==> src/hw/rtl/sbus_frame_receiver_unit_defines.svh <==
// Assertion macros shared by the SBUS frame receiver RTL.
`ifndef SBUS_FRAME_RECEIVER_UNIT_DEFINES_SVH
`define SBUS_FRAME_RECEIVER_UNIT_DEFINES_SVH

// Same-cycle implication check.
`define SBFR_ASSERT_IMPL(label, clk, rst, ante, cons) \
   label: assert property (@(posedge clk) disable iff (rst) (ante) |-> (cons)) \
      else $error("sbfr: same-cycle check failed");

// Next-cycle implication check.
`define SBFR_ASSERT_NEXT(label, clk, rst, ante, cons) \
   label: assert property (@(posedge clk) disable iff (rst) (ante) |=> (cons)) \
      else $error("sbfr: next-cycle check failed");

`endif

==> src/hw/rtl/sbfr_pkg.sv <==
// Types and constants of the SBUS frame receiver.
package sbfr_pkg;

   localparam int FRAME_BYTES     = 23;
   localparam int NUM_CHANNELS    = 16;
   localparam int CHAN_BITS       = 11;
   localparam int CHAN_INDEX_BITS = 4;
   localparam int BYTE_BITS       = 8;
   localparam int TIME_BITS       = 32;
   localparam int GAP_BITS        = 16;
   localparam int FLAG_BITS       = 4;
   localparam int CSR_INDEX_BITS  = 8;
   localparam int BYTE_COUNT_BITS = 5;
   localparam int CHAN_FIELD_BITS = (FRAME_BYTES - 1) * BYTE_BITS;
   localparam int QUEUE_DEPTH     = 2;
   localparam int QUEUE_PTR_BITS  = 1;
   localparam int QUEUE_CNT_BITS  = 2;

   typedef logic [CSR_INDEX_BITS-1:0] csr_index_type;

   localparam csr_index_type CSR_GAP_TIME = 8'd0;
   localparam csr_index_type CSR_HEADER   = 8'd1;

   localparam logic [GAP_BITS-1:0]        GAP_RESET    = 16'd2000;
   localparam logic [BYTE_BITS-1:0]       HEADER_RESET = 8'h0F;
   localparam logic [BYTE_COUNT_BITS-1:0] LAST_BYTE    = BYTE_COUNT_BITS'(FRAME_BYTES - 1);
   localparam logic [CHAN_INDEX_BITS-1:0] LAST_CHANNEL = CHAN_INDEX_BITS'(NUM_CHANNELS - 1);
   localparam logic [QUEUE_CNT_BITS-1:0]  QUEUE_FULL   = QUEUE_CNT_BITS'(QUEUE_DEPTH);

   typedef struct packed {
      logic [FLAG_BITS-1:0]       flags;
      logic [CHAN_FIELD_BITS-1:0] chans;
   } frame_type;

   typedef enum logic {
      BACK_IDLE,
      BACK_EMIT
   } back_state_type;

endpackage

==> src/hw/rtl/sbfr_req_if.sv <==
// Request channel carrying received bytes with their arrival time.
interface sbfr_req_if;
   logic       valid;
   logic       ready;
   logic [7:0]  rx_byte;
   logic [31:0] arrival_time_us;

   modport source (output valid, output rx_byte, output arrival_time_us, input ready);
   modport sink   (input valid, input rx_byte, input arrival_time_us, output ready);
endinterface

==> src/hw/rtl/sbfr_rsp_if.sv <==
// Response channel carrying one decoded channel result.
interface sbfr_rsp_if;
   logic        valid;
   logic        ready;
   logic [3:0]  channel_index;
   logic [10:0] channel_value;
   logic        digital_one;
   logic        digital_two;
   logic        frame_lost;
   logic        failsafe;
   logic        last_of_frame;

   modport source (output valid, output channel_index, output channel_value,
                   output digital_one, output digital_two, output frame_lost,
                   output failsafe, output last_of_frame, input ready);
   modport sink   (input valid, input channel_index, input channel_value,
                   input digital_one, input digital_two, input frame_lost,
                   input failsafe, input last_of_frame, output ready);
endinterface

==> src/hw/rtl/sbfr_csr_if.sv <==
// Register write channel.
interface sbfr_csr_if;
   logic        valid;
   logic        ready;
   logic [7:0]  index;
   logic [15:0] data;

   modport source (output valid, output index, output data, input ready);
   modport sink   (input valid, input index, input data, output ready);
endinterface

==> src/hw/rtl/sbus_frame_receiver_unit.sv <==
// SBUS frame receiver: takes one time-stamped serial byte per request and, in
// hunting mode, syncs on the header byte after a quiet gap longer than
// gap_time_us; the following 23 bytes are collected and the finished frame is
// handed to a two-entry frame queue. The request side accepts one byte per
// cycle and stalls only on the last byte of a frame while both queue entries
// are taken. The back end drains one frame as sixteen responses, one channel
// per cycle while the response side is ready; header matching and gap timing
// take effect in the cycle of the request, while register writes (always
// accepted) are registered before they take effect.
module sbus_frame_receiver_unit (
   input  logic       clock,
   input  logic       reset,
   sbfr_req_if.sink   req_bus,
   sbfr_rsp_if.source rsp_bus,
   sbfr_csr_if.sink   csr_bus
);

   logic                push_valid;
   logic                push_ready;
   sbfr_pkg::frame_type push_data;
   logic                pop_valid;
   logic                pop_ready;
   sbfr_pkg::frame_type pop_data;

   sbfr_front u_front (
      .clock      (clock),
      .reset      (reset),
      .req_bus    (req_bus),
      .csr_bus    (csr_bus),
      .push_valid (push_valid),
      .push_data  (push_data),
      .push_ready (push_ready)
   );

   sbfr_queue u_queue (
      .clock      (clock),
      .reset      (reset),
      .push_valid (push_valid),
      .push_data  (push_data),
      .push_ready (push_ready),
      .pop_valid  (pop_valid),
      .pop_data   (pop_data),
      .pop_ready  (pop_ready)
   );

   sbfr_back u_back (
      .clock     (clock),
      .reset     (reset),
      .pop_valid (pop_valid),
      .pop_data  (pop_data),
      .pop_ready (pop_ready),
      .rsp_bus   (rsp_bus)
   );

endmodule

==> src/hw/rtl/sbfr_front.sv <==
// Front end: register file, header hunt with gap timing, frame byte collection.
module sbfr_front (
   input  logic                clock,
   input  logic                reset,
   sbfr_req_if.sink            req_bus,
   sbfr_csr_if.sink            csr_bus,
   output logic                push_valid,
   output sbfr_pkg::frame_type push_data,
   input  logic                push_ready
);

   logic [sbfr_pkg::GAP_BITS-1:0]        gap_time_ff, gap_time_in;
   logic [sbfr_pkg::BYTE_BITS-1:0]       header_ff, header_in;
   logic                                 in_frame_ff, in_frame_in;
   logic [sbfr_pkg::TIME_BITS-1:0]       gap_start_ff, gap_start_in;
   logic [sbfr_pkg::BYTE_COUNT_BITS-1:0] byte_count_ff, byte_count_in;
   logic [sbfr_pkg::CHAN_FIELD_BITS-1:0] store_ff, store_in;

   logic                           last_byte;
   logic                           req_fire;
   logic                           csr_fire;
   logic [sbfr_pkg::TIME_BITS-1:0] elapsed;
   logic                           gap_passed;

   assign last_byte       = in_frame_ff && (byte_count_ff == sbfr_pkg::LAST_BYTE);
   assign req_bus.ready   = !last_byte || push_ready;
   assign req_fire        = req_bus.valid && req_bus.ready;
   assign csr_bus.ready   = 1'b1;
   assign csr_fire        = csr_bus.valid && csr_bus.ready;
   assign elapsed         = req_bus.arrival_time_us - gap_start_ff;
   assign gap_passed      = elapsed > {{(sbfr_pkg::TIME_BITS - sbfr_pkg::GAP_BITS){1'b0}},
                                       gap_time_ff};
   assign push_valid      = req_fire && last_byte;
   assign push_data.flags = req_bus.rx_byte[sbfr_pkg::FLAG_BITS-1:0];
   assign push_data.chans = store_ff;

   always_comb begin
      gap_time_in = gap_time_ff;
      header_in   = header_ff;
      if (csr_fire) begin
         unique case (csr_bus.index)
            sbfr_pkg::CSR_GAP_TIME: gap_time_in = csr_bus.data;
            sbfr_pkg::CSR_HEADER:   header_in   = csr_bus.data[sbfr_pkg::BYTE_BITS-1:0];
            default: ;
         endcase
      end
   end

   always_comb begin
      in_frame_in   = in_frame_ff;
      gap_start_in  = gap_start_ff;
      byte_count_in = byte_count_ff;
      store_in      = store_ff;
      if (req_fire) begin
         if (!in_frame_ff) begin
            if ((req_bus.rx_byte == header_ff) && gap_passed) begin
               in_frame_in   = 1'b1;
               byte_count_in = '0;
            end else begin
               gap_start_in = req_bus.arrival_time_us;
            end
         end else if (last_byte) begin
            in_frame_in   = 1'b0;
            byte_count_in = '0;
            gap_start_in  = req_bus.arrival_time_us;
         end else begin
            byte_count_in = byte_count_ff + 1'b1;
            store_in      = {req_bus.rx_byte,
                             store_ff[sbfr_pkg::CHAN_FIELD_BITS-1:sbfr_pkg::BYTE_BITS]};
         end
      end
   end

   always_ff @(posedge clock) begin
      if (reset) begin
         gap_time_ff   <= sbfr_pkg::GAP_RESET;
         header_ff     <= sbfr_pkg::HEADER_RESET;
         in_frame_ff   <= 1'b0;
         gap_start_ff  <= '0;
         byte_count_ff <= '0;
      end else begin
         gap_time_ff   <= gap_time_in;
         header_ff     <= header_in;
         in_frame_ff   <= in_frame_in;
         gap_start_ff  <= gap_start_in;
         byte_count_ff <= byte_count_in;
      end
   end

   always_ff @(posedge clock) begin
      store_ff <= store_in;
   end

endmodule

==> src/hw/rtl/sbfr_queue.sv <==
// Two-entry queue of collected frames between front and back end.
`include "sbus_frame_receiver_unit_defines.svh"

module sbfr_queue (
   input  logic                clock,
   input  logic                reset,
   input  logic                push_valid,
   input  sbfr_pkg::frame_type push_data,
   output logic                push_ready,
   output logic                pop_valid,
   output sbfr_pkg::frame_type pop_data,
   input  logic                pop_ready
);

   sbfr_pkg::frame_type mem_ff [sbfr_pkg::QUEUE_DEPTH];

   logic [sbfr_pkg::QUEUE_PTR_BITS-1:0] wr_ptr_ff, wr_ptr_in;
   logic [sbfr_pkg::QUEUE_PTR_BITS-1:0] rd_ptr_ff, rd_ptr_in;
   logic [sbfr_pkg::QUEUE_CNT_BITS-1:0] count_ff, count_in;

   logic push_fire;
   logic pop_fire;

   assign push_ready = count_ff != sbfr_pkg::QUEUE_FULL;
   assign pop_valid  = count_ff != '0;
   assign pop_data   = mem_ff[rd_ptr_ff];
   assign push_fire  = push_valid && push_ready;
   assign pop_fire   = pop_valid && pop_ready;

   always_comb begin
      wr_ptr_in = wr_ptr_ff;
      rd_ptr_in = rd_ptr_ff;
      count_in  = count_ff;
      if (push_fire) begin
         wr_ptr_in = wr_ptr_ff + 1'b1;
      end
      if (pop_fire) begin
         rd_ptr_in = rd_ptr_ff + 1'b1;
      end
      if (push_fire && !pop_fire) begin
         count_in = count_ff + 1'b1;
      end else if (pop_fire && !push_fire) begin
         count_in = count_ff - 1'b1;
      end
   end

   always_ff @(posedge clock) begin
      if (reset) begin
         wr_ptr_ff <= '0;
         rd_ptr_ff <= '0;
         count_ff  <= '0;
      end else begin
         wr_ptr_ff <= wr_ptr_in;
         rd_ptr_ff <= rd_ptr_in;
         count_ff  <= count_in;
      end
   end

   always_ff @(posedge clock) begin
      if (push_fire) begin
         mem_ff[wr_ptr_ff] <= push_data;
      end
   end

   `SBFR_ASSERT_IMPL(a_count_bound, clock, reset, 1'b1, count_ff <= sbfr_pkg::QUEUE_FULL)
   `SBFR_ASSERT_NEXT(a_count_up, clock, reset, push_fire && !pop_fire, count_ff == $past(count_ff) + 2'd1)
   `SBFR_ASSERT_NEXT(a_count_down, clock, reset, pop_fire && !push_fire, count_ff == $past(count_ff) - 2'd1)

endmodule

==> src/hw/rtl/sbfr_back.sv <==
// Back end: unpacks a queued frame into sixteen channel responses.
`include "sbus_frame_receiver_unit_defines.svh"

module sbfr_back (
   input  logic                clock,
   input  logic                reset,
   input  logic                pop_valid,
   input  sbfr_pkg::frame_type pop_data,
   output logic                pop_ready,
   sbfr_rsp_if.source          rsp_bus
);

   sbfr_pkg::back_state_type             state_ff, state_in;
   logic [sbfr_pkg::CHAN_FIELD_BITS-1:0] chans_ff, chans_in;
   logic [sbfr_pkg::FLAG_BITS-1:0]       flags_ff, flags_in;
   logic [sbfr_pkg::CHAN_INDEX_BITS-1:0] index_ff, index_in;

   logic rsp_fire;
   logic last_chan;
   logic load;

   assign last_chan = index_ff == sbfr_pkg::LAST_CHANNEL;
   assign rsp_fire  = (state_ff == sbfr_pkg::BACK_EMIT) && rsp_bus.ready;
   assign pop_ready = (state_ff == sbfr_pkg::BACK_IDLE) || (rsp_fire && last_chan);
   assign load      = pop_valid && pop_ready;

   assign rsp_bus.valid         = state_ff == sbfr_pkg::BACK_EMIT;
   assign rsp_bus.channel_index = index_ff;
   assign rsp_bus.channel_value = chans_ff[sbfr_pkg::CHAN_BITS-1:0];
   assign rsp_bus.digital_one   = flags_ff[0];
   assign rsp_bus.digital_two   = flags_ff[1];
   assign rsp_bus.frame_lost    = flags_ff[2];
   assign rsp_bus.failsafe      = flags_ff[3];
   assign rsp_bus.last_of_frame = last_chan;

   always_comb begin
      state_in = state_ff;
      chans_in = chans_ff;
      flags_in = flags_ff;
      index_in = index_ff;
      unique case (state_ff)
         sbfr_pkg::BACK_IDLE: begin
            if (load) begin
               state_in = sbfr_pkg::BACK_EMIT;
            end
         end
         sbfr_pkg::BACK_EMIT: begin
            if (rsp_fire) begin
               if (last_chan) begin
                  state_in = load ? sbfr_pkg::BACK_EMIT : sbfr_pkg::BACK_IDLE;
               end else begin
                  index_in = index_ff + 1'b1;
                  chans_in = {{sbfr_pkg::CHAN_BITS{1'b0}},
                              chans_ff[sbfr_pkg::CHAN_FIELD_BITS-1:sbfr_pkg::CHAN_BITS]};
               end
            end
         end
         default: state_in = sbfr_pkg::BACK_IDLE;
      endcase
      if (load) begin
         chans_in = pop_data.chans;
         flags_in = pop_data.flags;
         index_in = '0;
      end
   end

   always_ff @(posedge clock) begin
      if (reset) begin
         state_ff <= sbfr_pkg::BACK_IDLE;
         index_ff <= '0;
      end else begin
         state_ff <= state_in;
         index_ff <= index_in;
      end
   end

   always_ff @(posedge clock) begin
      chans_ff <= chans_in;
      flags_ff <= flags_in;
   end

   `SBFR_ASSERT_NEXT(a_index_step, clock, reset, rsp_fire && !last_chan, rsp_bus.valid && (index_ff == $past(index_ff) + 4'd1))
   `SBFR_ASSERT_NEXT(a_load_start, clock, reset, load, rsp_bus.valid && (index_ff == '0))
   `SBFR_ASSERT_NEXT(a_idle_hold, clock, reset, (state_ff == sbfr_pkg::BACK_IDLE) && !pop_valid, state_ff == sbfr_pkg::BACK_IDLE)

endmodule

==> src/flat_wrapper.sv <==
// flat-port wrapper written by rule: the top's interface ports become plain ports
module sbus_frame_receiver_unit_flat 
  (clock, reset, req_bus_valid, req_bus_rx_byte, req_bus_arrival_time_us, req_bus_ready, rsp_bus_valid, rsp_bus_channel_index, rsp_bus_channel_value, rsp_bus_digital_one, rsp_bus_digital_two, rsp_bus_frame_lost, rsp_bus_failsafe, rsp_bus_last_of_frame, rsp_bus_ready, csr_bus_valid, csr_bus_index, csr_bus_data, csr_bus_ready);
  sbfr_req_if req_bus_i ();
  sbfr_rsp_if rsp_bus_i ();
  sbfr_csr_if csr_bus_i ();
  input  logic clock;
  input  logic reset;
  input wire logic [$bits(req_bus_i.valid)-1:0] req_bus_valid;
  input wire logic [$bits(req_bus_i.rx_byte)-1:0] req_bus_rx_byte;
  input wire logic [$bits(req_bus_i.arrival_time_us)-1:0] req_bus_arrival_time_us;
  output wire logic [$bits(req_bus_i.ready)-1:0] req_bus_ready;
  output wire logic [$bits(rsp_bus_i.valid)-1:0] rsp_bus_valid;
  output wire logic [$bits(rsp_bus_i.channel_index)-1:0] rsp_bus_channel_index;
  output wire logic [$bits(rsp_bus_i.channel_value)-1:0] rsp_bus_channel_value;
  output wire logic [$bits(rsp_bus_i.digital_one)-1:0] rsp_bus_digital_one;
  output wire logic [$bits(rsp_bus_i.digital_two)-1:0] rsp_bus_digital_two;
  output wire logic [$bits(rsp_bus_i.frame_lost)-1:0] rsp_bus_frame_lost;
  output wire logic [$bits(rsp_bus_i.failsafe)-1:0] rsp_bus_failsafe;
  output wire logic [$bits(rsp_bus_i.last_of_frame)-1:0] rsp_bus_last_of_frame;
  input wire logic [$bits(rsp_bus_i.ready)-1:0] rsp_bus_ready;
  input wire logic [$bits(csr_bus_i.valid)-1:0] csr_bus_valid;
  input wire logic [$bits(csr_bus_i.index)-1:0] csr_bus_index;
  input wire logic [$bits(csr_bus_i.data)-1:0] csr_bus_data;
  output wire logic [$bits(csr_bus_i.ready)-1:0] csr_bus_ready;
  assign req_bus_i.valid = req_bus_valid;
  assign req_bus_i.rx_byte = req_bus_rx_byte;
  assign req_bus_i.arrival_time_us = req_bus_arrival_time_us;
  assign req_bus_ready = req_bus_i.ready;
  assign rsp_bus_valid = rsp_bus_i.valid;
  assign rsp_bus_channel_index = rsp_bus_i.channel_index;
  assign rsp_bus_channel_value = rsp_bus_i.channel_value;
  assign rsp_bus_digital_one = rsp_bus_i.digital_one;
  assign rsp_bus_digital_two = rsp_bus_i.digital_two;
  assign rsp_bus_frame_lost = rsp_bus_i.frame_lost;
  assign rsp_bus_failsafe = rsp_bus_i.failsafe;
  assign rsp_bus_last_of_frame = rsp_bus_i.last_of_frame;
  assign rsp_bus_i.ready = rsp_bus_ready;
  assign csr_bus_i.valid = csr_bus_valid;
  assign csr_bus_i.index = csr_bus_index;
  assign csr_bus_i.data = csr_bus_data;
  assign csr_bus_ready = csr_bus_i.ready;
  sbus_frame_receiver_unit u_core (.clock(clock), .reset(reset), .req_bus(req_bus_i), .rsp_bus(rsp_bus_i), .csr_bus(csr_bus_i));
endmodule
==> config.mk <==
export PLATFORM = sky130hd
export DESIGN_NAME = sbus_frame_receiver_unit_flat
export DESIGN_NICKNAME = d
export VERILOG_FILES = /design/src/hw/rtl/sbfr_pkg.sv /design/src/hw/rtl/sbfr_req_if.sv /design/src/hw/rtl/sbfr_rsp_if.sv /design/src/hw/rtl/sbfr_csr_if.sv /design/src/hw/rtl/sbus_frame_receiver_unit.sv /design/src/hw/rtl/sbfr_front.sv /design/src/hw/rtl/sbfr_queue.sv /design/src/hw/rtl/sbfr_back.sv /design/src/flat_wrapper.sv
export VERILOG_INCLUDE_DIRS = /design/src /design/src/hw/rtl
export SDC_FILE = /design/constraint.sdc
export NUM_CORES = 1
export LEC_CHECK = 0
export BUFFER_PORTS_ARGS = -buffer_cell sky130_fd_sc_hd__buf_2
export CAP_MARGIN = 30
export CORE_MARGIN = 4
export CORE_UTILIZATION = 55
export CTS_CLUSTER_SIZE = 12
export DETAILED_ROUTE_END_ITERATION = 12
export GPL_TIMING_DRIVEN = 0
export HOLD_SLACK_MARGIN = 0.05
export PLACE_DENSITY = 0.72
export SYNTH_ARGS = -nofsm -noshare
export SYNTH_HDL_FRONTEND = slang
export SYNTH_SLANG_ARGS = --single-unit
==> constraint.sdc <==
create_clock -name clock -period 17.5 [get_ports clock]
set_input_delay 4.375 -clock clock [delete_from_list [all_inputs] [get_ports clock]]
set_output_delay 4.375 -clock clock [all_outputs]
set_load 0.005 [all_outputs]
# == Word level (Yosys, flattened, before mapping) ==
# Memory sizes are Yosys's and may differ from the RTL's. A register that Yosys moved wholly into a read port is not among the register bits.
# Cells that the tools add are included.
# totals
ff_bits,427
latch_bits,0
mem_bits_rw,360
romBits,0
inputBits,69
output_inout_bits,23
elab_cells,85
memories,1
# classes
addsub,7
n_mul,0
div,0
magnitude_cmp,1
eq_ne,8
shift,0
mux,23
n_bitwise,3
n_reduce_logical,29
# mem_list
name,words,word_bits,read_ports,rd_clocked_by_memory_dff,wr,line_no,text
u_core.u_queue.mem_ff,2,180,1,1,1,sbfr_queue.sv:15,sbfr_pkg::frame_type mem_ff [sbfr_pkg::QUEUE_DEPTH];
# op_table
op,n
176-bit two-way mux,4
32-bit two-way mux,3
32-bit by 16-bit greater-than comparator with 1-bit output,1
32-bit subtractor,1
5-bit two-way mux,3
3-bit AND reduction,4
1-bit logical AND,10
1-bit two-way mux,10
2-bit nonzero test,5
8-bit by 1-bit equality test with 1-bit output (second input constant),1
8-bit equality test,1
8-bit zero test,1
2-bit AND reduction,3
5-bit by 1-bit adder with 5-bit output (second input constant),1
5-bit equality test (second input constant),1
4-bit by 1-bit adder with 4-bit output (second input constant),1
4-bit equality test (second input constant),1
2-bit two-way mux,2
2-bit by 1-bit != test with 1-bit output (second input constant),2
2-bit != test (second input constant),2
1-bit zero test,3
1-bit inverter,3
1-bit adder (second input constant),2
2-bit by 1-bit adder with 2-bit output (second input constant),1
4 further kinds,5

# == Logic depth before layout (Yosys ltp) ==
# logic_depth
word_depth,11
ltp_mapped,24
depth_no_buf,22

# == Cells and area by module ==
# A second synthesis with hierarchy kept.
# unflattened
cells_unflattened,1859
hier_area_um2,32209.6
# modules_own_cells
mod,n_inst,cells_per_inst,area_each_um2,seq_area_each_um2
sbfr_queue,1,584,13610.6,10910.5
sbfr_front,1,856,10736.5,6526.3
sbfr_back,1,419,7862.5,5505.3

# == Least setup slack after synthesis ==
# OpenSTA, ideal clock, no wires.
# synth_path
path_kind,input to register
start,in rsp_bus_ready
end,reg u_core.u_back.chans_ff[0] (netlist name) (enable)
arrival_ns,12.875
path_slack_ns,3.855
stages,2
cell_sequence,nor2b_1 a21oi_1
# synth_between
elab_chain_len,6
# synth_lines
element,line_no,text
start: declaration,flat_wrapper.sv:21,input wire logic [$bits(rsp_bus_i.ready)-1:0] rsp_bus_ready;
1-bit logical AND (*),sbfr_back.sv:23,assign rsp_fire = (state_ff == sbfr_pkg::BACK_EMIT) && rsp_bus.ready;
1-bit logical AND,sbfr_back.sv:24,assign pop_ready = (state_ff == sbfr_pkg::BACK_IDLE) || (rsp_fire && last_chan);
1-bit logical OR,sbfr_back.sv:24,
1-bit logical AND,sbfr_back.sv:25,assign load = pop_valid && pop_ready;
2-bit by 1-bit != test with 1-bit output (no source line) or 2-bit nonzero test (tied branches),-,
3-bit AND reduction (no source line) (*),-,
end signal: assignment,sbfr_back.sv:78,chans_ff <= chans_in;
end: declaration,sbfr_back.sv:14,"logic [sbfr_pkg::CHAN_FIELD_BITS-1:0] chans_ff, chans_in;"
# Every way passes the cells marked *; elsewhere a longest branch is shown, timed or not.
# A chain may end at the register's enable or synchronous reset.

# == Worst setup path in the final report ==
# layout_path
start,in req_bus_arrival_time_us[0]
end,reg u_core.u_front.gap_start_ff[30] (netlist name)
# layout_between
elab_chain_len,5
# layout_lines
element,line_no,text
start: declaration,flat_wrapper.sv:11,input wire logic [$bits(req_bus_i.arrival_time_us)-1:0] req_bus_arrival_time_us;
32-bit subtractor,sbfr_front.sv:30,assign elapsed = req_bus.arrival_time_us - gap_start_ff;
32-bit by 16-bit greater-than comparator with 1-bit output,sbfr_front.sv:31,"assign gap_passed = elapsed > {{(sbfr_pkg::TIME_BITS - sbfr_pkg::GAP_BITS){1'b0}},"
1-bit logical AND,sbfr_front.sv:56,if ((req_bus.rx_byte == header_ff) && gap_passed) begin
2-bit != test (no source line),-,
3-bit AND reduction (no source line),-,
end signal: assignment,sbfr_front.sv:85,gap_start_ff <= gap_start_in;
end: declaration,sbfr_front.sv:15,"logic [sbfr_pkg::TIME_BITS-1:0] gap_start_ff, gap_start_in;"
# No other way between the ends.

==> results.py <==
metrics = {
    "run_status": {
        "status": "finished, final reports clean",
    },
    "sta": {
        "hold_viol": 0,
        "skew_ns": 0.0264,
        "rsz0062_at_grt": "no",
        "holdWs_ns": 0.447,
        "min_period_over_period": 0.549,
        "final_max_slew_viol_count": 0,
        "max_freq_mhz": 104,
        "setup_viol": 0,
        "period_minus_slack_ns": 9.60,
        "worst_pin_slew_ns": 0.916,
        "slew_headroom": 0.389,
    },
    "worst_setup_path": {
        "cp-start-kind": "primary input",
        "crit_arrival_ns": 10.06,
        "end_kind": "flop",
        "cp_cell_sequence": "buf_2 -> inv_1 -> ha_1 -> fa_1 -> and2b_1 -> o2111ai_1 -> a21oi_1 -> nand2b_1 -> a31oi_1 -> o21ai_0 -> xor2_1 -> ha_1 -> nor2b_1 -> o21ai_0 -> o31ai_1 -> nor4_1 -> o32ai_1 -> or4_1 -> o41ai_2 -> o21a_1 -> buf_4 -> buf_6 -> o31ai_1",
        "rr_worst_depth": 21,
        "cpPeakStageDelay_ns": 0.80,
        "cp_slowest_cell": "o41ai_2",
        "r2r-end": "u_core.u_front.gap_start_ff[30]$_SDFFE_PP0P_",
        "r2r_start": "u_core.u_front.gap_start_ff[0]$_SDFFE_PP0P_",
        "worstSetupPathType": "in2reg",
        "path_delay_family": "compound AO/OA/AOI/OAI gates",
        "cp_max_fo": 10,
        "r2r_slack_ns": 11.48,
        "worst-path-buf-inv": 4,
        "worstPathRequired_ns": 17.96,
    },
    "synth": {
        "syn_area_mm2": 0.0305,
        "synth_fp_nets": 2100,
        "async_reset_ff_frac": 0,
        "ys_top_cells_by_area": "edfxtp_1 71%, mux2i_1 6.6%, dfxtp_1 4.7%",
        "synth_edf_count": 716,
        "post-synth-top-area-cell": "edfxtp_1",
        "synthCells": 1979,
        "netlist.area_leader.share": 0.705,
        "ys.warnings.count": 0,
        "syn_area_per_cell_um2": 15.4,
        "yosysUniqueCellTypes": 64,
        "ys.flop_type": "edfxtp_1",
        "ys_seq_area_frac": 0.752,
        "ys_seq_elements": 788,
    },
    "global_routing": {
        "grt_start_max_net_pins": 97,
        "first_global_vias": 17203,
        "grt_antenna_before_repair": 1,
        "grt-ovfl-total": 0,
        "grt_pass1_wl_um": 92300,
        "grtUsageTotal": 0.195,
    },
    "finish": {
        "drive_gt1_frac": 0.111,
        "fillers": 3909,
        "area_growth_pct": 14.0,
        "multi_input_area_mm2": 0.00683,
        "num_antenna_cells": 0,
        "ff_latch_area_mm2": 0.0229,
        "utilization": 0.632,
        "nets": 2290,
    },
    "floorplanning": {
        "coreArea_mm2": 0.0550,
        "rows": 86,
        "die_y_um": 243,
        "die-area_mm2": 0.0593,
        "start_util": 0.554,
        "ios": 92,
        "die_w_um": 243,
    },
    "worst_hold_path": {
        "holdPathStages": 0,
        "holdPathEnd": "u_core.u_queue.mem_ff[1][5]$_DFFE_PP_",
        "hp-class": "reg2reg",
        "hold_start": "u_core.u_front.store_ff[5]$_DFFE_PP_",
    },
    "cts": {
        "cts_setup_buffers": 0,
        "clk_latency_ns": 0.62,
        "cts_buffers": 80,
        "cts_tree": "done",
        "clk_pin_slew_worst_paths_ns": 0.06,
        "cts-htree-levels": 3,
        "clock-sinks": 788,
        "clock_path_buffers": 3,
        "clock-root-buffer": "clkbuf_16",
        "cts_hold_buffers": 0,
        "post_cts_resized": 0,
    },
    "pwr": {
        "ir_drop_v": 0.0000642,
        "power_density_mw_per_mm2": 109,
        "power_leakage_nw": 11.3,
    },
    "routing": {
        "routedWlPerCell_um": 19.7,
        "drc": 0,
        "drt_iter0_markers": 1205,
        "first_pass_iters": 8,
        "drtAntennaViolNets": 0,
        "routed-via-count": 16695,
        "viasPerCell": 5.64,
        "drt_wl_total_um": 58300,
    },
    "place": {
        "gp_congestion": 0.870,
        "io_buffer_count": 89,
        "dpl.hpwl_um": 37800,
    },
    "run": {
        "max_cap_violations": 0,
    },
}
==> power by group <==
part | total (mW) | leakage (nW) | switching [mW] | internal (mW)
Combinational | 0.149 | 3.10 | 0.0942 | 0.0552
Sequential | 2.06 | 7.04 | 0.00948 | 2.05
Clock | 1.57 | 1.16 | 0.676 | 0.894
Total | 3.78 | 11.3 | 0.780 | 3.00
==> synth_stat cells (3+ instances only) <==
master / instances
nand4_1: 13
o21a_1: 10
o21bai_1: 3
nand2_1: 51
nor4_1: 6
nor2b_1: 8
xnor2_1: 18
o211ai_1: 10
mux2i_1: 202
nand3_1: 14
o31ai_1: 33
edfxtp_1: 716
a21oi_1: 210
nand2b_1: 5
a31oi_1: 5
a21o_1: 7
buf_6: 3
and4_1: 3
xor2_1: 16
or3_1: 6
o2111ai_1: 32
buf_2: 7
buf_4: 13
and2_1: 4
ha_1: 51
and3_1: 5
o21ai_0: 21
a211oi_1: 4
clkbuf_1: 83
a311oi_1: 3
buf_1: 7
dfxtp_1: 72
mux2_2: 5
nor3_1: 13
nor2_1: 223
inv_1: 61
==> final cells by class <==
class                   count  share of cell area
repair buffers            108              0.0261
clock buffers             105              0.0618
clock inverters            20             0.00695
flip-flops and latches    788               0.660
inverters                  62             0.00691
plain buffers             113              0.0145
multi-input cells        1016               0.197
well taps                 748              0.0269
==> registers in the layout, summed over array words and instances, names as in the netlist, named ones only <==
name,cells
u_core.u_front.gap_start_ff,32
u_core.u_front.in_frame_ff,1
u_core.u_front.store_ff,176
u_core.u_queue.rd_ptr_ff,1
u_core.u_front.header_ff,8
u_core.u_queue.wr_ptr_ff,1
u_core.u_back.rsp_bus.valid,1
u_core.u_back.flags_ff,4
u_core.u_back.chans_ff,176
u_core.u_queue.count_ff,2
u_core.u_front.byte_count_ff,5
u_core.u_back.rsp_bus.channel_index,4
u_core.u_queue.mem_ff,360
u_core.u_front.gap_time_ff,16
==> per-stage QoR <==
step	cells	area [µm²]	setup TNS [ns]	worst slack [ns]	power, mW
global route	2960	34700	0	7.61	3.91
finish	2960	34700	0	7.90	3.78
detailed placement	2835	32400	0	7.40	2.25
global placement	2816	31900	-342.72	-1.14	2.24
CTS	2960	34700	0	7.99	3.81
floorplan	1979	30500	0	3.85	2.20
==> cells in the final DEF (no fill, tap or decap), types with 6 or more instances in the layout <==
cell type | synthesis | layout
edfxtp_1 | 716 | 716
nor2_1 | 223 | 223
a21oi_1 | 210 | 209
mux2i_1 | 202 | 202
clkbuf_1 | 83 | 104
buf_2 | 7 | 96
clkbuf_16 | 0 | 81
dfxtp_1 | 72 | 72
inv_1 | 61 | 60
nand2_1 | 51 | 51
ha_1 | 51 | 51
o31ai_1 | 33 | 33
o2111ai_1 | 32 | 32
o21ai_0 | 21 | 21
xnor2_1 | 18 | 18
xor2_1 | 16 | 16
nand3_1 | 14 | 14
nand4_1 | 13 | 13
nor3_1 | 13 | 13
buf_4 | 13 | 13
buf_16 | 0 | 11
o21a_1 | 10 | 10
o211ai_1 | 10 | 10
buf_12 | 0 | 8
buf_1 | 7 | 7
nor2b_1 | 8 | 7
a21o_1 | 7 | 7
nor4_1 | 6 | 6
or3_1 | 6 | 6
clkinv_1 | 0 | 6
==> how the worst max path moves through the flow <==
stage                               startpoint                                           end  slack (ns)  cells past startpoint
global placement                 req_bus_valid        u_core.u_queue.mem_ff[0][74]$_DFFE_PP_       -1.14                      3
finish              req_bus_arrival_time_us[0]  u_core.u_front.gap_start_ff[30]$_SDFFE_PP0P_        7.90                     23
global route        req_bus_arrival_time_us[0]  u_core.u_front.byte_count_ff[3]$_SDFFE_PP0P_        7.61                     21
CTS                 req_bus_arrival_time_us[0]  u_core.u_front.gap_start_ff[30]$_SDFFE_PP0P_        7.99                     23
floorplan                        rsp_bus_ready           u_core.u_back.chans_ff[0]$_DFFE_PP_        3.85                      2
detailed placement  req_bus_arrival_time_us[0]   u_core.u_front.gap_start_ff[4]$_SDFFE_PP0P_        7.40                     23
==> routing by layer <==
metal / track usage / wire length [µm] / vias to the layer above
li1: - / - / 7851
met2: 0.338 / 29400 / 458
met4: 0.0577 / 1450 / 2
met3: 0.0355 / 2650 / 115
met5: 0 / 16 / -
met1: 0.256 / 24800 / 8269
==> cells by family (layout without fill, tap and decap cells) <==
family / after synthesis / after routing / share of synthesized area
multiplexers: 207 / 207 / 0.0682
AO/OA/AOI/OAI: 360 / 360 / 0.0723
other: 1 / 1 / 0.000123
adder cells (fa/ha/maj): 52 / 52 / 0.0216
buffers and inverters: 175 / 408 / 0.0242
AND/OR/NAND/NOR: 362 / 362 / 0.0514
XOR/XNOR: 34 / 34 / 0.00977
flip-flops: 788 / 788 / 0.752
(Power assumes the default switching activity.)
